File: src/drq_pkg.sv
// ----------------------------------------------------------------------------
// drq_pkg: shared definitions for the deferred release queue
// Command and status codes, default sizes and the chain control bundle.
// ----------------------------------------------------------------------------
package drq_pkg;

    localparam int DEPTH_DEF       = 32;
    localparam int HANDLE_BITS_DEF = 32;
    localparam int TAG_BITS        = 48;
    localparam int OUT_HANDLE_BITS = 32;

    typedef enum logic [1:0] {
        CMD_RETIRE = 2'd0,
        CMD_FENCE  = 2'd1,
        CMD_FLUSH  = 2'd2
    } cmd_t;

    typedef enum logic [1:0] {
        STS_ACCEPTED = 2'd0,
        STS_FULL     = 2'd1,
        STS_RELEASED = 2'd2,
        STS_NOTHING  = 2'd3
    } status_t;

    typedef enum logic [1:0] {
        ST_IDLE,
        ST_DRAIN,
        ST_FINISH
    } state_t;

    // Control broadcast to every cell of the chain
    typedef struct packed {
        logic load;    // write the incoming entry at the addressed cell
        logic shift;   // move every cell one place towards the head
        logic insert;  // during a shift, put the old head at the addressed cell
    } chain_ctl_t;

endpackage

File: src/drq_cell.sv
// ----------------------------------------------------------------------------
// drq_cell: one storage cell of the entry chain
// Holds one entry; loads a new entry, takes its upper neighbour on a shift,
// or takes the recirculated head entry when it is the insert position.
// ----------------------------------------------------------------------------
module drq_cell #(
    parameter int INDEX       = 0,
    parameter int IDX_W       = 5,
    parameter int HANDLE_BITS = drq_pkg::HANDLE_BITS_DEF
) (
    input  logic                          clk,
    input  drq_pkg::chain_ctl_t           ctl,
    input  logic [IDX_W-1:0]              pos,
    input  logic [drq_pkg::TAG_BITS-1:0]  load_tag,
    input  logic [HANDLE_BITS-1:0]        load_handle,
    input  logic                          load_hh,
    input  logic [drq_pkg::TAG_BITS-1:0]  up_tag,
    input  logic [HANDLE_BITS-1:0]        up_handle,
    input  logic                          up_hh,
    input  logic [drq_pkg::TAG_BITS-1:0]  head_tag,
    input  logic [HANDLE_BITS-1:0]        head_handle,
    input  logic                          head_hh,
    output logic [drq_pkg::TAG_BITS-1:0]  tag,
    output logic [HANDLE_BITS-1:0]        handle,
    output logic                          hh
);

    logic [drq_pkg::TAG_BITS-1:0] tag_reg;
    logic [HANDLE_BITS-1:0]       handle_reg;
    logic                         hh_reg;
    logic                         hit;

    assign hit = (pos == IDX_W'(INDEX));

    // Payload only: contents are meaningless until written
    always_ff @(posedge clk)
    begin
        if (ctl.load && hit)
        begin
            tag_reg    <= load_tag;
            handle_reg <= load_handle;
            hh_reg     <= load_hh;
        end
        else if (ctl.shift && ctl.insert && hit)
        begin
            tag_reg    <= head_tag;
            handle_reg <= head_handle;
            hh_reg     <= head_hh;
        end
        else if (ctl.shift)
        begin
            tag_reg    <= up_tag;
            handle_reg <= up_handle;
            hh_reg     <= up_hh;
        end
    end

    assign tag    = tag_reg;
    assign handle = handle_reg;
    assign hh     = hh_reg;

endmodule

File: config.mk
export PLATFORM = sky130hd
export DESIGN_NAME = drq_cell
export DESIGN_NICKNAME = d
export VERILOG_FILES = /design/src/drq_pkg.sv /design/src/drq_cell.sv
export SDC_FILE = /design/constraint.sdc
export NUM_CORES = 1
export LEC_CHECK = 0
export ABC_CLOCK_PERIOD_IN_PS = 9350
export BUFFER_PORTS_ARGS = -buffer_cell sky130_fd_sc_hd__buf_2
export CAP_MARGIN = 25
export CORE_AREA = 2 2 129 131
export CTS_CLUSTER_SIZE = 12
export DETAILED_ROUTE_END_ITERATION = 16
export DIE_AREA = 0 0 131 133
export PLACE_DENSITY = 0.58
export SYNTH_ARGS = -nofsm -noshare
export SYNTH_HDL_FRONTEND = slang
export SYNTH_SLANG_ARGS = --single-unit
File: constraint.sdc
create_clock -name clk -period 9.35 [get_ports clk]
set_input_delay 0.935 -clock clk [delete_from_list [all_inputs] [get_ports clk]]
set_output_delay 0.935 -clock clk [all_outputs]
set_load 0.02 [all_outputs]
==> flow_metrics.py <==
metrics = {
    "synth": {
        "yosys_most_used_dff": "edfxtp_1",
        "yosysMostFrequentCell": "edfxtp_1",
        "yosys_warnings": 0,
        "synth-seq-cells": 81,
        "synth.distinct_cells": 18,
        "synth_area_per_cell_sq_um": 11.50,
        "synth_edf_count": 81,
        "synth_area_leaders": "edfxtp_1, a221o_1, nor3_1, inv_1, buf_6",
        "async_flop_share_pct": 0,
        "synth_cells": 367,
        "synth_top_area_share_pct": 57.65,
        "seq_area_frac_synth_pct": 57.65,
        "synth_nets": 619,
        "ys_top_cells_by_count": "edfxtp_1, a221o_1, inv_1, nor3_1, clkbuf_1",
        "yosysTopAreaCell": "edfxtp_1",
        "netlist_area_sq_um": 4219,
    },
    "setup_path": {
        "crit_family": "simple AND/OR/NAND/NOR gates",
        "crit_arrival_ps": 3720,
        "path_buf_inv": 3,
        "critPathLaunch": "pos[3]",
        "crit_path_end": "handle[16]",
        "crit_fanout": 84,
        "path_depth": 6,
        "path_common_cell": "buf_4",
        "worstSetupPathType": "input pin to register",
        "endpoint_kind": "register",
        "critPathLaunchType": "input pin",
        "worstPathCellList": "buf_2, or4_4, buf_4, or3_2, buf_4, a221o_1",
        "critPathSlowestCell": "or3_2",
        "critPathMaxStageDelay_ps": 910,
        "cp.required_ps": 9430,
    },
    "power": {
        "p_leak_nw": 3.024,
        "power_frac_seq_pct": 45.6,
        "peakVddDrop_uv": 79.49,
        "p_int_mw": 0.7225,
        "comb_power_share_pct": 18.5,
        "p_clk_share_pct": 35.9,
        "finalPower_mw": 0.9737,
        "swShare_pct": 25.80,
        "powerDensity_nw_per_um2": 153.7,
        "switching_power_mw": 0.2512,
    },
    "sta": {
        "period_share_pct": 38.92,
        "worst_pin_slew_ps": 985.9,
        "fin_tns_setup_ps": 0,
        "hold_viol": 0,
        "clock.fmax_mhz": 274.8,
        "hold_slack_ps": 876.0,
        "relSlewSlack_pct": 34.27,
        "finalSetupViolCount": 0,
        "period_minus_slack_ps": 3639,
        "slew_violations": 0,
        "rsz0062_at_grt": "no",
    },
    "detailed_routing": {
        "routedWlPerCell_um": 15.75,
        "antenna_left": 0,
        "drc": 0,
        "routed_wl_mm": 14.28,
        "vias": 4218,
        "post_drt_via_cell_ratio": 4.650,
        "dr.pass1.iters": 4,
        "drt_iter0_drc": 220,
    },
    "cts": {
        "clockBufferDepth": 2,
        "path_clk_slew_ps": 60,
        "cts_tree": "built",
        "cts_sinks": 81,
        "postCtsSetupRepairBufs": 0,
        "cts-resized-gates": 0,
        "cts_max_level": 3,
        "cts_root_buf": "clkbuf_16",
        "cts-hold-fix-buffers": 0,
        "cts_buffers": 9,
    },
    "floorplanning": {
        "fp.dieArea_sq_um": 17420,
        "die_height_um": 133,
        "start_util_pct": 26.09,
        "num_io_pins": 333,
        "coreArea_sq_um": 16170,
        "die_width_um": 131,
        "rows": 47,
    },
    "global_route": {
        "grt_max_degree": 85,
        "grt_overflow": 0,
        "grt_antenna_before_repair": 0,
        "grt_pass1_vias": 4128,
        "grt_util_all_layers_pct": 15.61,
        "grt_first_pass_wirelength_mm": 20.92,
    },
    "status": {
        "outcome": "finished, final reports clean",
    },
    "finish": {
        "instances_no_fill": 907,
        "syn2layout_area_growth_pct": 50.12,
        "fin_nets": 934,
        "largest_reg_flops": 48,
        "post-route-util_pct": 39.16,
        "layout-drive-gt1-share_pct": 52.11,
        "n_antenna_cell": 0,
    },
    "min_path": {
        "hold_class": "input pin to register",
    },
    "placement": {
        "numPortBuffers": 332,
        "dp_hpwl_mm": 10.40,
        "post-place-cells": 890,
        "gp_congestion": 0.7885,
    },
    "flow_run": {
        "maxCapViolCount": 0,
    },
}
[worst min-delay path by stage]
stage | endpoint | slack, ps | cells past startpoint | from
floorplan | tag[46] | 1120 | 1 | up_tag[46]
global placement | tag[46] | 1220 | 2 | up_tag[46]
detailed placement | tag[46] | 1220 | 2 | up_tag[46]
CTS | tag[46] | 860 | 2 | up_tag[46]
global route | tag[0] | 880 | 2 | up_tag[0]
finish | tag[46] | 880 | 2 | up_tag[46]
[final cells by class]
class | count | area, sq um
Timing Repair Buffer | 339 | 1727
Clock buffer | 11 | 232.7
Multi-Input combinational cell | 171 | 1310
Clock inverter | 5 | 56.30
Sequential cell | 81 | 2432
Fill cell | 1642 | 9838
Tap cell | 220 | 275.3
Inverter | 80 | 300.3
[power groups by stage]
stage / Combinational (mW) / Clock [mW] / Sequential, mW
CTS: 0.181 / 0.362 / 0.445
global placement: 0.181 / 0 / 0.452
finish: 0.180 / 0.349 / 0.444
detailed placement: 0.181 / 0 / 0.452
global route: 0.195 / 0.372 / 0.448
floorplan: 0.0430 / 0 / 0.496
[per-stage QoR]
step / instance area [sq um] / worst slack [ps]
after CTS: 6314 / 5692
final: 6334 / 5711
after global routing: 6334 / 5577
after detailed placement: 6025 / 5326
after global placement: 6025 / 5350
after floorplan: 4219 / 3146
[placed cells by master (no fill, tap or decap)]
master	count
nor4_4	1
or4_4	1
buf_2	332
a21oi_1	1
a221o_1	80
clkinvlp_4	1
a21o_1	1
clkinv_2	2
o21bai_4	1
a211oi_1	1
clkbuf_16	9
buf_4	6
bufinv_16	1
inv_1	80
clkinv_4	1
buf_12	1
edfxtp_1	81
nand2_1	2
nand4b_1	1
clkbuf_1	2
nor3_1	80
or3_2	1
nand2b_4	1
[metal layers]
metal  vias up  global-route usage (%)  wire length [um]  share of wire, %
li1       2041                       -                 -                 -
met1      1941                   17.32              5351                37
met2       219                   27.86              7298                51
met3        17                   4.974              1381               9.7
met4         0                   5.142               250               1.8
met5         -                       0                 0                 0
[cells by family (layout without fill, tap and decap cells)]
family                 count (synthesis)  count (layout)  share of synthesized area (%)
buffers and inverters                115             435                          11.98
AO/OA/AOI/OAI                         84              84                          19.63
flip-flops                            81              81                          57.65
AND/OR/NAND/NOR                       87              87                          10.74
No activity file was read; power rests on OpenSTA's default activity.
