--- src/drq_pkg.sv ---
// ----------------------------------------------------------------------------
// drq_pkg: shared definitions for the deferred release queue
// Command and status codes, default sizes and the chain control bundle.
// ----------------------------------------------------------------------------
package drq_pkg;

    localparam int DEPTH_DEF       = 32;
    localparam int HANDLE_BITS_DEF = 32;
    localparam int TAG_BITS        = 48;
    localparam int OUT_HANDLE_BITS = 32;

    typedef enum logic [1:0] {
        CMD_RETIRE = 2'd0,
        CMD_FENCE  = 2'd1,
        CMD_FLUSH  = 2'd2
    } cmd_t;

    typedef enum logic [1:0] {
        STS_ACCEPTED = 2'd0,
        STS_FULL     = 2'd1,
        STS_RELEASED = 2'd2,
        STS_NOTHING  = 2'd3
    } status_t;

    typedef enum logic [1:0] {
        ST_IDLE,
        ST_DRAIN,
        ST_FINISH
    } state_t;

    // Control broadcast to every cell of the chain
    typedef struct packed {
        logic load;    // write the incoming entry at the addressed cell
        logic shift;   // move every cell one place towards the head
        logic insert;  // during a shift, put the old head at the addressed cell
    } chain_ctl_t;

endpackage

--- src/drq_ctrl.sv ---
// ----------------------------------------------------------------------------
// drq_ctrl: command sequencer of the deferred release queue
// Accepts requests, drains the chain one entry a cycle unless the result
// register stalls, and drives it with a one-deep hold for the last flag.
// ----------------------------------------------------------------------------
module drq_ctrl #(
    parameter int DEPTH = drq_pkg::DEPTH_DEF,
    parameter int CNT_W = 6,
    parameter int IDX_W = 5
) (
    input  logic                                clk,
    input  logic                                rst_n,
    input  logic                                in_valid,
    output logic                                in_ready,
    input  logic [1:0]                          in_cmd,
    input  logic [drq_pkg::TAG_BITS-1:0]        in_frame,
    input  logic [drq_pkg::TAG_BITS-1:0]        head_tag,
    input  logic [drq_pkg::OUT_HANDLE_BITS-1:0] head_handle,
    input  logic                                head_hh,
    output drq_pkg::chain_ctl_t                 ctl,
    output logic [IDX_W-1:0]                    pos,
    output logic                                out_valid,
    input  logic                                out_ready,
    output logic [1:0]                          out_status,
    output logic [drq_pkg::OUT_HANDLE_BITS-1:0] out_handle,
    output logic                                out_last
);

    drq_pkg::state_t state_reg, state_next;

    logic [CNT_W-1:0]                    count_reg, count_next;
    logic [CNT_W-1:0]                    k_reg, k_next;
    logic [CNT_W-1:0]                    w_reg, w_next;
    logic                                flush_reg, flush_next;
    logic [drq_pkg::TAG_BITS-1:0]        fence_reg, fence_next;
    logic                                held_valid_reg, held_valid_next;
    logic [drq_pkg::OUT_HANDLE_BITS-1:0] held_handle_reg, held_handle_next;
    logic                                out_valid_reg, out_valid_next;
    drq_pkg::status_t                    out_status_reg, out_status_next;
    logic [drq_pkg::OUT_HANDLE_BITS-1:0] out_handle_reg, out_handle_next;
    logic                                out_last_reg, out_last_next;

    logic             can_load;
    logic             accept;
    logic             due;
    logic [CNT_W-1:0] ins_sum;
    drq_pkg::cmd_t    cmd;

    assign can_load = !out_valid_reg || out_ready;
    assign in_ready = (state_reg == drq_pkg::ST_IDLE) && can_load;
    assign accept   = in_valid && in_ready;
    assign cmd      = drq_pkg::cmd_t'(in_cmd);
    assign due      = flush_reg || (head_tag <= fence_reg);
    assign ins_sum  = k_reg + w_reg - CNT_W'(1);

    // Next state
    always_comb
    begin
        state_next = state_reg;
        case (state_reg)
            drq_pkg::ST_IDLE:
            begin
                if (accept && (cmd == drq_pkg::CMD_FENCE || cmd == drq_pkg::CMD_FLUSH))
                    state_next = drq_pkg::ST_DRAIN;
            end
            drq_pkg::ST_DRAIN:
            begin
                if (k_reg == '0)
                    state_next = drq_pkg::ST_FINISH;
            end
            drq_pkg::ST_FINISH:
            begin
                if (can_load)
                    state_next = drq_pkg::ST_IDLE;
            end
            default: state_next = drq_pkg::ST_IDLE;
        endcase
    end

    // Outputs and datapath
    always_comb
    begin
        count_next       = count_reg;
        k_next           = k_reg;
        w_next           = w_reg;
        flush_next       = flush_reg;
        fence_next       = fence_reg;
        held_valid_next  = held_valid_reg;
        held_handle_next = held_handle_reg;
        out_valid_next   = out_valid_reg && !out_ready;
        out_status_next  = out_status_reg;
        out_handle_next  = out_handle_reg;
        out_last_next    = out_last_reg;
        ctl              = '0;
        pos              = '0;

        case (state_reg)
            drq_pkg::ST_IDLE:
            begin
                if (accept)
                begin
                    case (cmd)
                        drq_pkg::CMD_RETIRE:
                        begin
                            out_valid_next  = 1'b1;
                            out_handle_next = '0;
                            out_last_next   = 1'b1;
                            if (count_reg == CNT_W'(DEPTH))
                                out_status_next = drq_pkg::STS_FULL;
                            else
                            begin
                                out_status_next = drq_pkg::STS_ACCEPTED;
                                ctl.load        = 1'b1;
                                pos             = count_reg[IDX_W-1:0];
                                count_next      = count_reg + CNT_W'(1);
                            end
                        end
                        drq_pkg::CMD_FENCE, drq_pkg::CMD_FLUSH:
                        begin
                            k_next          = count_reg;
                            w_next          = '0;
                            flush_next      = (cmd == drq_pkg::CMD_FLUSH);
                            fence_next      = in_frame;
                            held_valid_next = 1'b0;
                        end
                        default:
                        begin
                            out_valid_next  = 1'b1;
                            out_status_next = drq_pkg::STS_NOTHING;
                            out_handle_next = '0;
                            out_last_next   = 1'b1;
                        end
                    endcase
                end
            end
            drq_pkg::ST_DRAIN:
            begin
                if (k_reg != '0 && can_load)
                begin
                    // Examine the head, then rotate the chain by one
                    ctl.shift = 1'b1;
                    k_next    = k_reg - CNT_W'(1);
                    if (due)
                    begin
                        if (head_hh)
                        begin
                            if (held_valid_reg)
                            begin
                                out_valid_next  = 1'b1;
                                out_status_next = drq_pkg::STS_RELEASED;
                                out_handle_next = held_handle_reg;
                                out_last_next   = 1'b0;
                            end
                            held_valid_next  = 1'b1;
                            held_handle_next = head_handle;
                        end
                    end
                    else
                    begin
                        ctl.insert = 1'b1;
                        pos        = ins_sum[IDX_W-1:0];
                        w_next     = w_reg + CNT_W'(1);
                    end
                end
            end
            drq_pkg::ST_FINISH:
            begin
                if (can_load)
                begin
                    out_valid_next  = 1'b1;
                    out_last_next   = 1'b1;
                    out_status_next = held_valid_reg ? drq_pkg::STS_RELEASED
                                                     : drq_pkg::STS_NOTHING;
                    out_handle_next = held_valid_reg ? held_handle_reg : '0;
                    held_valid_next = 1'b0;
                    count_next      = w_reg;
                end
            end
            default: ;
        endcase
    end

    always_ff @(posedge clk or negedge rst_n)
    begin
        if (!rst_n)
        begin
            state_reg      <= drq_pkg::ST_IDLE;
            count_reg      <= '0;
            k_reg          <= '0;
            w_reg          <= '0;
            held_valid_reg <= 1'b0;
            out_valid_reg  <= 1'b0;
        end
        else
        begin
            state_reg      <= state_next;
            count_reg      <= count_next;
            k_reg          <= k_next;
            w_reg          <= w_next;
            held_valid_reg <= held_valid_next;
            out_valid_reg  <= out_valid_next;
        end
    end

    always_ff @(posedge clk)
    begin
        flush_reg       <= flush_next;
        fence_reg       <= fence_next;
        held_handle_reg <= held_handle_next;
        out_status_reg  <= out_status_next;
        out_handle_reg  <= out_handle_next;
        out_last_reg    <= out_last_next;
    end

    assign out_valid  = out_valid_reg;
    assign out_status = out_status_reg;
    assign out_handle = out_handle_reg;
    assign out_last   = out_last_reg;

    // Requests are only taken while no drain is in progress
    a_ready_idle: assert property (@(posedge clk) disable iff (!rst_n)
        in_ready |-> state_reg == drq_pkg::ST_IDLE)
        else $error("request taken outside idle");

    a_count_bound: assert property (@(posedge clk) disable iff (!rst_n)
        count_reg <= CNT_W'(DEPTH))
        else $error("entry count beyond depth");

    a_drain_bound: assert property (@(posedge clk) disable iff (!rst_n)
        state_reg == drq_pkg::ST_DRAIN |-> (k_reg + w_reg) <= CNT_W'(DEPTH))
        else $error("drain bookkeeping beyond depth");

    a_drain_step: assert property (@(posedge clk) disable iff (!rst_n)
        (state_reg == drq_pkg::ST_DRAIN && k_reg != '0 && can_load)
        |=> k_reg == $past(k_reg) - CNT_W'(1))
        else $error("drain step did not consume the head");

    a_no_hold_idle: assert property (@(posedge clk) disable iff (!rst_n)
        state_reg == drq_pkg::ST_IDLE |-> !held_valid_reg)
        else $error("held release left over after a drain");

endmodule

--- config.mk ---
export PLATFORM = sky130hd
export DESIGN_NAME = drq_ctrl
export DESIGN_NICKNAME = d
export VERILOG_FILES = /design/src/drq_pkg.sv /design/src/drq_ctrl.sv
export SDC_FILE = /design/constraint.sdc
export NUM_CORES = 1
export LEC_CHECK = 0
export ABC_AREA = 1
export BUFFER_PORTS_ARGS = -buffer_cell sky130_fd_sc_hd__buf_2
export CAP_MARGIN = 20
export CORE_MARGIN = 2
export CORE_UTILIZATION = 45
export CTS_BUF_LIST = sky130_fd_sc_hd__clkbuf_2 sky130_fd_sc_hd__clkbuf_4 sky130_fd_sc_hd__clkbuf_8
export DETAILED_ROUTE_END_ITERATION = 16
export HOLD_SLACK_MARGIN = 0.03
export PLACE_DENSITY_LB_ADDON = 0.12
export REMOVE_ABC_BUFFERS = 1
export SLEW_MARGIN = 40
export SYNTH_ARGS = -nofsm -noshare
export SYNTH_HDL_FRONTEND = slang
export SYNTH_SLANG_ARGS = --single-unit
--- constraint.sdc ---
create_clock -name clk -period 7.09 [get_ports clk]
set_input_delay 1.7725 -clock clk [delete_from_list [all_inputs] [get_ports clk]]
set_output_delay 1.7725 -clock clk [all_outputs]
set_load 0.05 [all_outputs]
==> impl_metrics.env <==
export IMPL_p_per_area_mw_per_mm2=398.9
export IMPL_crit_end="pos[2]"
export IMPL_insertedDiodeCount=0
export IMPL_drt_total_wl_um=14600
export IMPL_period_share_pct=76.74
export IMPL_clk_latency_ps=450
export IMPL_cpPeakStageDelay_ps=280
export IMPL_nets=1041
export IMPL_area_delta_synth_final_pct=22.65
export IMPL_power_frac_seq_pct=36.2
export IMPL_cts_tree="done"
export IMPL_worstSetupStartpointType="input port"
export IMPL_synth_area_leader_cell="edfxtp_1"
export IMPL_ctsResizeCount=0
export IMPL_clockRootBuffer="clkbuf_8"
export IMPL_path_class="in -> out"
export IMPL_rr_endpoint="out_handle[2]$_DFFE_PP_"
export IMPL_p_leak_nw=4.113
export IMPL_drc=0
export IMPL_r2r_slack_ps=4290
export IMPL_viasPerCell=4.776
export IMPL_clk_path_buf_depth=2
export IMPL_synth_area_per_cell_um2=10.78
export IMPL_yosysTopAreaCellShare_pct=50.12
export IMPL_detail_route_antenna_nets=0
export IMPL_synth_seq_area_share_pct=58.04
export IMPL_r2r_start="fence_reg[47]$_DFFE_PP_"
export IMPL_cts_made_buffers=17
export IMPL_gp_congestion=0.8758
export IMPL_critPathLaunch="head_tag[47]"
export IMPL_netSwitchingPower_mw=1.512
export IMPL_rsz0062_at_grt="false"
export IMPL_hp_class="reg -> reg"
export IMPL_synth_most_common_cell="inv_1"
export IMPL_die_x_um=128.3
export IMPL_slowest_stage="ha_1"
export IMPL_routedWlPerCell_um=14.03
export IMPL_ctsHoldBuffers=0
export IMPL_status="completed"
export IMPL_portBuffers=179
export IMPL_max_cap_viol_count=0
export IMPL_ioPinCount=180
export IMPL_synth_seq_cells=138
export IMPL_period_minus_slack_ps=5441
export IMPL_final_setup_viol_count=0
export IMPL_p_clk_share_pct=20.3
export IMPL_syn_inst=645
export IMPL_synth_common_cells="inv_1, edfxtp_1, nand2_1"
export IMPL_grt_max_degree=51
export IMPL_rows=45
export IMPL_antenna_found_initial=0
export IMPL_netlist_area_mm2=0.006950
export IMPL_worstPathArrival_ps=3670
export IMPL_drv_slew=0
export IMPL_clkSinkCount=138
export IMPL_path_max_fanout=4
export IMPL_final_core_util_pct=56.28
export IMPL_core_area_mm2=0.01515
export IMPL_path_cells="buf_2 -> ha_1 -> nand2_1 -> nor2_1 -> nor3b_2 -> nand2_1 -> nor2_2 -> nand2_1 -> nand3_2 -> nand2_4 -> inv_1 -> nand2_2 -> inv_2 -> nand2_1 -> o21ai_1 -> buf_2"
export IMPL_r2r_cells=17
export IMPL_vias=4967
export IMPL_comb_power_share_pct=43.5
export IMPL_grt_pass1_wl_um=23130
export IMPL_cts_setup_buffers=0
export IMPL_fmax_ghz=0.1838
export IMPL_die_y_um=128.3
export IMPL_critPathRequiredTime_ps=5320
export IMPL_synth_area_top_cells="edfxtp_1, ha_1, dfrtp_1"
export IMPL_worstMarginPinSlew_ps=679.0
export IMPL_drive_above_1_share_pct=29.46
export IMPL_yosysWarnings=0
export IMPL_async_flop_share_pct=15.94
export IMPL_total_power_mw=3.400
export IMPL_switching_share_pct=44.46
export IMPL_grt_pass1_vias=4928
export IMPL_cts_max_level=4
export IMPL_overflow=0
export IMPL_initial_core_util_pct=45.89
export IMPL_dieArea_mm2=0.01646
export IMPL_clkTransAtPathRegs_ps=100
export IMPL_ys_types=41
export IMPL_internal_power_mw=1.889
export IMPL_vdd_drop_max_v=0.0002703
export IMPL_largest_reg_flops=48
export IMPL_fin_skew_ps=14.77
export IMPL_grt_usage_pct=18.38
export IMPL_dp_hpwl_um=11210
export IMPL_synth_ff_type="edfxtp_1"
export IMPL_initialDrtViolationCount=236
export IMPL_synth_edf_count=116
export IMPL_cp_end_kind="output pin"
export IMPL_dr_pass1_iters=5
export IMPL_max_slew_margin_rel_pct=54.57
export IMPL_finalHoldViolCount=0
export IMPL_crit_top_cell="nand2_1"
export IMPL_setup_tns_ps=0
==> worst max-delay path: cells and delay by family <==
kind                       cells  cell delay, ps
and+or+nand+nor               10            1000
buffers and inverters          4             550
adders and majority gates      1             280
AOI/OAI and AO/OA              1              60
==> logic make-up after synthesis <==
kind of cell,count (synthesis),share of synthesized area (%)
and+or+nand+nor,203,13.45
DFF,138,58.04
AOI/OAI and AO/OA,78,6.643
adders and majority gates,67,12.17
xor gates and xnor gates,9,1.134
buffers and inverters,150,8.569
==> cells in the final DEF (no fill, tap or decap), types with 2 or more instances in the layout <==
master,synthesis,final
nand4_1,8,8
a21o_1,3,3
nor2_4,4,5
bufinv_16,0,2
a21oi_1,27,27
xnor2_1,4,4
or2_2,2,2
nor3_1,4,4
clkinv_4,0,2
xor2_1,5,5
buf_6,1,2
o211ai_1,5,5
dfrtp_1,22,22
nor2_2,2,2
inv_2,4,4
nand2_2,2,2
edfxtp_1,116,116
clkbuf_8,0,17
buf_4,1,3
buf_2,3,179
o21a_1,2,2
nand2_1,94,94
o311ai_0,2,2
o21ai_1,3,3
nand3_1,11,11
inv_8,0,7
nand2_4,9,9
inv_6,0,4
o21ai_0,22,22
inv_1,135,135
o21ai_2,6,6
ha_1,66,66
o22ai_1,4,4
nor2_1,63,62
==> final cells by class <==
type / instances / area [um2]
fill: 1338 / 6621
sequential: 138 / 4034
multi-input combinational: 357 / 2335
timing repair buffer: 185 / 968.4
inverter: 140 / 526.8
tap: 188 / 235.2
clock buffer: 17 / 234.0
clock inverter: 15 / 191.4
==> power by group through the flow <==
stage / logic, mW / registers, mW / clock network (mW)
3_5_place_dp: 1.48 / 1.25 / 0
4_1_cts: 1.49 / 1.23 / 0.712
3_3_place_gp: 1.42 / 1.25 / 0
5_1_grt: 1.63 / 1.25 / 0.741
2_1_floorplan: 0.689 / 1.63 / 0
6_report: 1.48 / 1.23 / 0.690
==> per-layer routing <==
metal / global-route usage, % / wire length [um]
met1: 21.92 / 6156
met2: 29.41 / 6833
met3: 8.013 / 1341
met4: 7.111 / 263
met5: 0 / 0
==> through the flow <==
step	cell area, um2	std cells	hold WS, ps	setup slack (ps)
6_report	8524	1040	535.9	1649
5_1_grt	8524	1040	555.8	1438
4_1_cts	8513	1039	526.4	1584
3_5_place_dp	8088	1007	504.5	1581
3_3_place_gp	8049	1005	483.0	1641
2_1_floorplan	6882	635	463.0	666.3
==> worst min-delay path by stage <==
| stage | slack, ps | end | depth (start not counted) | from |
|---|---|---|---|---|
| 6_report | 540 | held_valid_reg$_DFFE_PN0P_ | 2 | held_valid_reg$_DFFE_PN0P_ |
| 5_1_grt | 560 | held_valid_reg$_DFFE_PN0P_ | 2 | held_valid_reg$_DFFE_PN0P_ |
| 4_1_cts | 530 | held_valid_reg$_DFFE_PN0P_ | 2 | held_valid_reg$_DFFE_PN0P_ |
| 3_5_place_dp | 500 | held_valid_reg$_DFFE_PN0P_ | 2 | held_valid_reg$_DFFE_PN0P_ |
| 3_3_place_gp | 480 | held_valid_reg$_DFFE_PN0P_ | 2 | held_valid_reg$_DFFE_PN0P_ |
| 2_1_floorplan | 460 | held_valid_reg$_DFFE_PN0P_ | 2 | held_valid_reg$_DFFE_PN0P_ |
No activity file was read; power rests on OpenSTA's default activity.
